<file path="config.mk">
export PLATFORM = sky130hd
export DESIGN_NAME = pixel_colour_adjust_unit
export DESIGN_NICKNAME = d
export VERILOG_FILES = /design/src/rtl/pca_pkg.sv /design/src/rtl/pixel_colour_adjust_unit.sv /design/src/rtl/pca_regs.sv /design/src/rtl/pca_mul_stage.sv /design/src/rtl/pca_sum_stage.sv /design/src/rtl/pca_out_stage.sv
export SDC_FILE = /design/constraint.sdc
export NUM_CORES = 2
export LEC_CHECK = 0
export ABC_AREA = 1
export ABC_CLOCK_PERIOD_IN_PS = 8210
export BUFFER_PORTS_ARGS = -buffer_cell sky130_fd_sc_hd__buf_2
export CAP_MARGIN = 10
export CORE_MARGIN = 2
export CORE_UTILIZATION = 55
export DETAILED_ROUTE_END_ITERATION = 6
export PLACE_DENSITY = 0.76
export SLEW_MARGIN = 20
export SYNTH_ARGS = -nofsm -noshare
export SYNTH_HDL_FRONTEND = slang
export SYNTH_SLANG_ARGS = --single-unit
export TNS_END_PERCENT = 50
</file>
<file path="constraint.sdc">
create_clock -name clk_i -period 8.21 [get_ports clk_i]
set_input_delay 1.2315 -clock clk_i [delete_from_list [all_inputs] [get_ports clk_i]]
set_output_delay 1.2315 -clock clk_i [all_outputs]
set_load 0.03 [all_outputs]
</file>
<file path="src/rtl/pca_pkg.sv">
// Package with the types and constants of the pixel colour adjust unit.
`default_nettype none

package pca_pkg;

  typedef enum logic [2:0] {
    MODE_INVERT    = 3'd0,
    MODE_BRIGHTEN  = 3'd1,
    MODE_DARKEN    = 3'd2,
    MODE_CONTRAST  = 3'd3,
    MODE_THRESHOLD = 3'd4,
    MODE_SEPIA     = 3'd5
  } mode_e;

  typedef enum logic [1:0] {
    REG_MODE = 2'd0,
    REG_STEP = 2'd1,
    REG_GAIN = 2'd2
  } reg_e;

  localparam int unsigned ChanW  = 8;
  localparam int unsigned GainW  = 12;
  localparam int unsigned CProdW = ChanW + GainW;
  localparam int unsigned SProdW = 18;
  localparam int unsigned SSumW  = 19;

  localparam logic [GainW-1:0] GainReset = 12'd256;

  // Sepia coefficients in Q0.10, one row per output channel.
  localparam logic [9:0] SEPIA_K [3][3] = '{
    '{10'd402, 10'd787, 10'd194},
    '{10'd357, 10'd702, 10'd172},
    '{10'd279, 10'd547, 10'd134}
  };

  typedef struct packed {
    logic [7:0] red_in;
    logic [7:0] green_in;
    logic [7:0] blue_in;
    logic       last_in;
  } pixel_t;

  typedef struct packed {
    logic [7:0] red_out;
    logic [7:0] green_out;
    logic [7:0] blue_out;
    logic       last_out;
  } result_t;

  typedef struct packed {
    mode_e             mode;
    logic [ChanW-1:0]  brightness_step;
    logic [GainW-1:0]  contrast_gain;
  } cfg_t;

  typedef struct packed {
    logic                             last;
    logic [2:0][ChanW-1:0]            simple;
    logic [2:0][CProdW-1:0]           cprod;
    logic [2:0][2:0][SProdW-1:0]      sprod;
  } stage1_t;

  typedef struct packed {
    logic                  last;
    logic [2:0][ChanW-1:0] simple;
    logic [2:0][ChanW-1:0] contrast;
    logic [2:0][SSumW-1:0] sepsum;
  } stage2_t;

endpackage

`default_nettype wire

</file>
<file path="src/rtl/pixel_colour_adjust_unit.sv">
// Top level of the pixel colour adjust unit: register port and three-stage pipeline.
//
// Usage: a pixel beat is taken on pixel_i at each rising edge where start is
// high and busy is low. busy is held low, so one pixel can enter every cycle.
// The adjusted pixel appears on result_o with done_o high for exactly one
// cycle, after passing each stage register in turn; throughput is one pixel
// per cycle. The stages are the channel multipliers, the contrast and sepia
// adders, and the final clamp and mode select feeding the result register.
// The receiver cannot stall, so every result is shown once and is gone the
// next cycle. The mode, brightness step and contrast gain registers are written over
// the APB-style port at byte addresses 0, 4 and 8; the user must write them only while
// no pixel is in flight, which the block does not enforce. Reset clears the pipeline
// valid bits and loads mode invert, a step of zero and a unity contrast gain.
`default_nettype none

module pixel_colour_adjust_unit (
  input  wire logic            clk_i,
  input  wire logic            rst_ni,
  input  wire logic            psel,
  input  wire logic            penable,
  input  wire logic            pwrite,
  input  wire logic [3:0]      paddr,
  input  wire logic [31:0]     pwdata,
  output logic [31:0]          prdata,
  output logic                 pready,
  input  wire logic            start,
  output logic                 busy,
  input  wire pca_pkg::pixel_t pixel_i,
  output logic                 done_o,
  output pca_pkg::result_t     result_o
);

  pca_pkg::cfg_t    cfg;
  pca_pkg::stage1_t s1;
  pca_pkg::stage2_t s2;
  logic             s1_valid;
  logic             s2_valid;

  assign busy = 1'b0;

  pca_regs u_regs (
    .clk_i   (clk_i),
    .rst_ni  (rst_ni),
    .psel    (psel),
    .penable (penable),
    .pwrite  (pwrite),
    .paddr   (paddr),
    .pwdata  (pwdata),
    .prdata  (prdata),
    .pready  (pready),
    .cfg_o   (cfg)
  );

  pca_mul_stage u_mul (
    .clk_i   (clk_i),
    .rst_ni  (rst_ni),
    .valid_i (start & ~busy),
    .pixel_i (pixel_i),
    .cfg_i   (cfg),
    .valid_o (s1_valid),
    .s1_o    (s1)
  );

  pca_sum_stage u_sum (
    .clk_i   (clk_i),
    .rst_ni  (rst_ni),
    .valid_i (s1_valid),
    .s1_i    (s1),
    .gain_i  (cfg.contrast_gain),
    .valid_o (s2_valid),
    .s2_o    (s2)
  );

  pca_out_stage u_out (
    .clk_i    (clk_i),
    .rst_ni   (rst_ni),
    .valid_i  (s2_valid),
    .s2_i     (s2),
    .mode_i   (cfg.mode),
    .done_o   (done_o),
    .result_o (result_o)
  );

endmodule

`default_nettype wire

</file>
<file path="src/rtl/pca_regs.sv">
// Configuration register file with its APB-style access port.
`default_nettype none

module pca_regs (
  input  wire logic          clk_i,
  input  wire logic          rst_ni,
  input  wire logic          psel,
  input  wire logic          penable,
  input  wire logic          pwrite,
  input  wire logic [3:0]    paddr,
  input  wire logic [31:0]   pwdata,
  output logic [31:0]        prdata,
  output logic               pready,
  output pca_pkg::cfg_t      cfg_o
);

  pca_pkg::cfg_t cfg_q, cfg_d;
  logic          wr_en;
  pca_pkg::reg_e reg_idx;

  assign pready  = 1'b1;
  assign wr_en   = psel & penable & pwrite;
  assign reg_idx = pca_pkg::reg_e'(paddr[3:2]);
  assign cfg_o   = cfg_q;

  always_comb begin
    cfg_d = cfg_q;
    if (wr_en) begin
      case (reg_idx)
        pca_pkg::REG_MODE: cfg_d.mode = pca_pkg::mode_e'(pwdata[2:0]);
        pca_pkg::REG_STEP: cfg_d.brightness_step = pwdata[pca_pkg::ChanW-1:0];
        pca_pkg::REG_GAIN: cfg_d.contrast_gain = pwdata[pca_pkg::GainW-1:0];
        default: cfg_d = cfg_q;
      endcase
    end
  end

  always_comb begin
    case (reg_idx)
      pca_pkg::REG_MODE: prdata = {29'd0, cfg_q.mode};
      pca_pkg::REG_STEP: prdata = {24'd0, cfg_q.brightness_step};
      pca_pkg::REG_GAIN: prdata = {20'd0, cfg_q.contrast_gain};
      default:           prdata = 32'd0;
    endcase
  end

  always_ff @(posedge clk_i or negedge rst_ni) begin
    if (!rst_ni) begin
      cfg_q.mode            <= pca_pkg::MODE_INVERT;
      cfg_q.brightness_step <= '0;
      cfg_q.contrast_gain   <= pca_pkg::GainReset;
    end else begin
      cfg_q <= cfg_d;
    end
  end

endmodule

`default_nettype wire

</file>
<file path="src/rtl/pca_mul_stage.sv">
// First pipeline stage: simple point operations and all channel products.
`default_nettype none

module pca_mul_stage (
  input  wire logic            clk_i,
  input  wire logic            rst_ni,
  input  wire logic            valid_i,
  input  wire pca_pkg::pixel_t pixel_i,
  input  wire pca_pkg::cfg_t   cfg_i,
  output logic                 valid_o,
  output pca_pkg::stage1_t     s1_o
);

  logic [2:0][7:0]  ch;
  logic             dark;
  pca_pkg::stage1_t s1_d, s1_q;
  logic             valid_q;
  logic [8:0]       bright_sum [3];

  assign ch[0] = pixel_i.red_in;
  assign ch[1] = pixel_i.green_in;
  assign ch[2] = pixel_i.blue_in;
  assign dark  = !ch[0][7] || !ch[1][7] || !ch[2][7];

  always_comb begin
    s1_d.last = pixel_i.last_in;
    for (int i = 0; i < 3; i++) begin
      bright_sum[i] = {1'b0, ch[i]} + {1'b0, cfg_i.brightness_step};
      case (cfg_i.mode)
        pca_pkg::MODE_INVERT:    s1_d.simple[i] = 8'hFF - ch[i];
        pca_pkg::MODE_BRIGHTEN:  s1_d.simple[i] = bright_sum[i][8] ? 8'hFF
                                                                     : bright_sum[i][7:0];
        pca_pkg::MODE_DARKEN:    s1_d.simple[i] = (ch[i] > cfg_i.brightness_step)
                                                  ? ch[i] - cfg_i.brightness_step : 8'd0;
        pca_pkg::MODE_THRESHOLD: s1_d.simple[i] = dark ? 8'h00 : 8'hFF;
        default:                 s1_d.simple[i] = ch[i];
      endcase
      s1_d.cprod[i] = pca_pkg::CProdW'(cfg_i.contrast_gain) * pca_pkg::CProdW'(ch[i]);
      for (int k = 0; k < 3; k++) begin
        s1_d.sprod[i][k] = pca_pkg::SProdW'(pca_pkg::SEPIA_K[i][k])
                           * pca_pkg::SProdW'(ch[k]);
      end
    end
  end

  always_ff @(posedge clk_i or negedge rst_ni) begin
    if (!rst_ni) begin
      valid_q <= 1'b0;
    end else begin
      valid_q <= valid_i;
    end
  end

  always_ff @(posedge clk_i) begin
    if (valid_i) begin
      s1_q <= s1_d;
    end
  end

  assign valid_o = valid_q;
  assign s1_o    = s1_q;

endmodule

`default_nettype wire

</file>
<file path="src/rtl/pca_sum_stage.sv">
// Second pipeline stage: contrast offset and clamp, sepia sums.
`default_nettype none

module pca_sum_stage (
  input  wire logic                         clk_i,
  input  wire logic                         rst_ni,
  input  wire logic                         valid_i,
  input  wire pca_pkg::stage1_t             s1_i,
  input  wire logic [pca_pkg::GainW-1:0]    gain_i,
  output logic                              valid_o,
  output pca_pkg::stage2_t                  s2_o
);

  pca_pkg::stage2_t s2_d, s2_q;
  logic             valid_q;
  logic [20:0]      pos  [3];
  logic [20:0]      neg;
  logic [20:0]      diff [3];

  assign neg = 21'({gain_i, 7'd0});

  always_comb begin
    s2_d.last   = s1_i.last;
    s2_d.simple = s1_i.simple;
    for (int i = 0; i < 3; i++) begin
      pos[i]  = 21'(s1_i.cprod[i]) + 21'd32768;
      diff[i] = pos[i] - neg;
      if (pos[i] < neg) begin
        s2_d.contrast[i] = 8'd0;
      end else if (|diff[i][20:16]) begin
        s2_d.contrast[i] = 8'hFF;
      end else begin
        s2_d.contrast[i] = diff[i][15:8];
      end
      s2_d.sepsum[i] = pca_pkg::SSumW'(s1_i.sprod[i][0])
                     + pca_pkg::SSumW'(s1_i.sprod[i][1])
                     + pca_pkg::SSumW'(s1_i.sprod[i][2]);
    end
  end

  always_ff @(posedge clk_i or negedge rst_ni) begin
    if (!rst_ni) begin
      valid_q <= 1'b0;
    end else begin
      valid_q <= valid_i;
    end
  end

  always_ff @(posedge clk_i) begin
    if (valid_i) begin
      s2_q <= s2_d;
    end
  end

  assign valid_o = valid_q;
  assign s2_o    = s2_q;

endmodule

`default_nettype wire

</file>
<file path="src/rtl/pca_out_stage.sv">
// Third pipeline stage: sepia scaling and clamp, mode select, result register.
`default_nettype none

module pca_out_stage (
  input  wire logic             clk_i,
  input  wire logic             rst_ni,
  input  wire logic             valid_i,
  input  wire pca_pkg::stage2_t s2_i,
  input  wire pca_pkg::mode_e   mode_i,
  output logic                  done_o,
  output pca_pkg::result_t      result_o
);

  logic [2:0][7:0]  chan;
  logic [8:0]       sep [3];
  pca_pkg::result_t res_d, res_q;
  logic             done_q;

  always_comb begin
    for (int i = 0; i < 3; i++) begin
      sep[i] = s2_i.sepsum[i][18:10];
      case (mode_i)
        pca_pkg::MODE_CONTRAST: chan[i] = s2_i.contrast[i];
        pca_pkg::MODE_SEPIA:    chan[i] = sep[i][8] ? 8'hFF : sep[i][7:0];
        default:                chan[i] = s2_i.simple[i];
      endcase
    end
    res_d.red_out   = chan[0];
    res_d.green_out = chan[1];
    res_d.blue_out  = chan[2];
    res_d.last_out  = s2_i.last;
  end

  always_ff @(posedge clk_i or negedge rst_ni) begin
    if (!rst_ni) begin
      done_q <= 1'b0;
    end else begin
      done_q <= valid_i;
    end
  end

  always_ff @(posedge clk_i) begin
    if (valid_i) begin
      res_q <= res_d;
    end
  end

  assign done_o   = done_q;
  assign result_o = res_q;

endmodule

`default_nettype wire

</file>
==> out/qor.csv <==
metric,value,unit
status,finished with violations,
violated_checks,design-rule violations,
timing.setup.critical_path_class,primary input to flop,
cts.repair_timing.setup_buffer_count,0,
first_pass_grt_wire_length,159000,um
grt_setup_unrepaired,no,
place.port_buffers,82,
synth_flop_cell,edfxtp_1,
numPlacedInstances,5427,
post_cts_resize_count,0,
synth.top_cells.by_count,"inv_1 (1024), nand2_1 (970), ha_1 (536), fa_1 (311), edfxtp_1 (299)",
number_of_placement_rows,96,
endpoint_kind,flop,
dr_total_vias,30000,
synth.distinct_cells,52,
holdPathStages,0,
reg2regPathDepth,19,
clockBufferDepth,3,
clk_pin_slew_worst_paths,60,ps
async_reset_ff_frac,0.0800,
drt_pass1_iterations,7,
period_minus_slack,5340,ps
root_driver,clkbuf_16,
syn-mean-instance-area,8.36,um^2
synth-seq-cells,325,
fp.dieH,266,um
htree_num_levels,2,
post-route-drc-count,2,
antenna_cells_inserted,0,
finalCritPeriodShare,0.650,
clkSinkCount,325,
hp-class,flop to flop,
drt_iter0_drc,2269,
floorplan.die_area,0.0708,mm^2
pwr_density_cell,389,mW/mm^2
leakage,22.0,nW
arrival,5640,ps
worst_clock_skew,26.8,ps
largest_net_degree_at_the_start_of_global_routing,78,
worst_ir_drop_vdd,0.285,mV
grt_pass1_vias,29200,
worstPathRequired,8520,ps
tightest_slew,1020,ps
synth_largest_area_cell,edfxtp_1,
cts_hold_buf,0,
grt.total_usage,0.291,
tritoncts,yes,
maxCapViolations,0,
grt_overflow,0,
area.growth.synth_to_final,6.59,%
startpoint_type,primary input,
drive_gt1_frac,0.0460,
proportion_of_synthesized_chip_area_in_sequential_cells,0.255,
average_via_count_per_standard_cell,5.46,
post_synth_edffs,299,
layout.nets,5498,
maxSlewHeadroom,0.321,
floorplan.die.width,266,um
max_freq,187,MHz
start_util,0.553,
tritoncts.num_buffers,37,
timing_max_transition_violations_final,0,
antenna_found_initial,3,
dp_hpwl,79700,um
timing.final.hold_violations,0,
gpl.final_weighted_congestion,0.943,
layout_setup_ws,2870,ps
postRouteAntennaNets,0,
boundaryPins,127,
clock_insertion_delay_worst_skew,580,ps
synth.most_common_cell,inv_1,
post_synth_main_area_contributors,"edfxtp_1 (24%), ha_1 (18%), fa_1 (16%), inv_1 (10%), nand2_1 (9.6%)",
final-setup-viol-count,0,
dp_slack,2310,ps
floorplan.core_area,0.0683,mm^2
syn-cell-area,0.0378,mm^2
setup-tns-final,0,ps
post_drt_wl_per_cell,18.5,um
synth.yosys.warnings,0,
postSynthCellCount,4522,
fin_cells,5493,
cp_max_fo,28,
synth_top_area_share,0.238,
wirelength,101000,um
[sequential cells by signal (all words and copies together) (netlist names)]
signal / cells
u_mul.s1_o: 198
u_sum.s2_o: 76
u_out.result_o: 25
u_regs.cfg_o: 23
u_mul.valid_o: 1
u_out.done_o: 1
u_sum.valid_o: 1
[kinds of logic after synthesis]
| family | count (synthesis) | synth area share |
|---|---|---|
| simple gates | 1484 | 0.161 |
| buf+inv | 1145 | 0.117 |
| flops | 325 | 0.255 |
| xor+xnor | 189 | 0.0438 |
| other cells | 2 | 0.000199 |
| fa+ha+maj | 847 | 0.342 |
| compound gates | 530 | 0.0808 |
[report_power, final]
part / switching (mW) / internal [mW] / leakage (nW)
Sequential: 0.455 / 2.87 / 3.25
Combinational: 6.86 / 3.83 / 18.2
Clock: 0.714 / 0.931 / 0.580
Total: 8.03 / 7.63 / 22.0
[metal layers]
layer,up-vias,GRT usage,share of wire
li1,14400,-,-
met1,14200,0.400,0.43
met2,1148,0.471,0.45
met3,208,0.0435,0.084
met4,2,0.0993,0.035
met5,-,0,0.000069
[stage by stage]
stage	hold WS [ps]	util	area [um^2]	total power, mW
global placement	401	0.572	39100	13.6
detailed placement	405	0.572	39100	13.8
CTS	417	0.589	40300	15.5
global route	423	0.589	40300	17.3
finish	415	0.589	40300	15.7
floorplan	400	-	37900	11.0
[placed cells by master, fill, tap and decap left out, types with 22 or more instances in the layout]
cell type	n
inv_1	1024
xnor2_1	45
fa_1	311
nor3_1	27
nand2_1	970
dfrtp_1	24
o21bai_1	24
nor2_1	225
a31oi_1	25
xor2_1	144
a21oi_1	226
buf_4	33
clkbuf_16	37
conb_1	22
nand4_1	47
nand3_1	189
buf_2	81
o221ai_1	26
o21ai_0	145
ha_1	536
edfxtp_1	299
[final cells by class]
cell class,count,area [um^2]
clock buffer,39,933
timing repair buffer,115,667
inverter,1033,3880
multi-input combinational,3072,23800
tap,882,1100
sequential,325,9630
fill,5918,28100
clock inverter,27,244
[worst max-delay path: stages]
cell	delay (ps)
buf_2	630
nand2_1	190
fa_1	540
fa_1	540
inv_1	50
fa_1	530
inv_1	60
fa_1	520
inv_1	40
ha_1	360
a21oi_1	160
o21ai_0	80
o21bai_2	220
nand2_1	70
nand2_1	90
nand3_1	120
nand2_1	60
nand2_1	70
nand2_1	50
[path summary, 6_finish.rpt]
check | from | end | slack (ps)
max in group asynchronous | rst_ni | u_mul.valid_o | 7010
worst max register to register | u_regs.cfg_o[1] | u_mul.s1_o[180] | 3170
min in group asynchronous | rst_ni | u_regs.cfg_o[11] | 710
worst min register to register | u_mul.s1_o[231] | u_sum.s2_o[90] | 410
worst min-delay path | u_mul.s1_o[231] | u_sum.s2_o[90] | 410
worst max-delay path | pixel_i[24] | u_mul.s1_o[180] | 2870
Note: power is estimated with default switching activity, not from simulation.
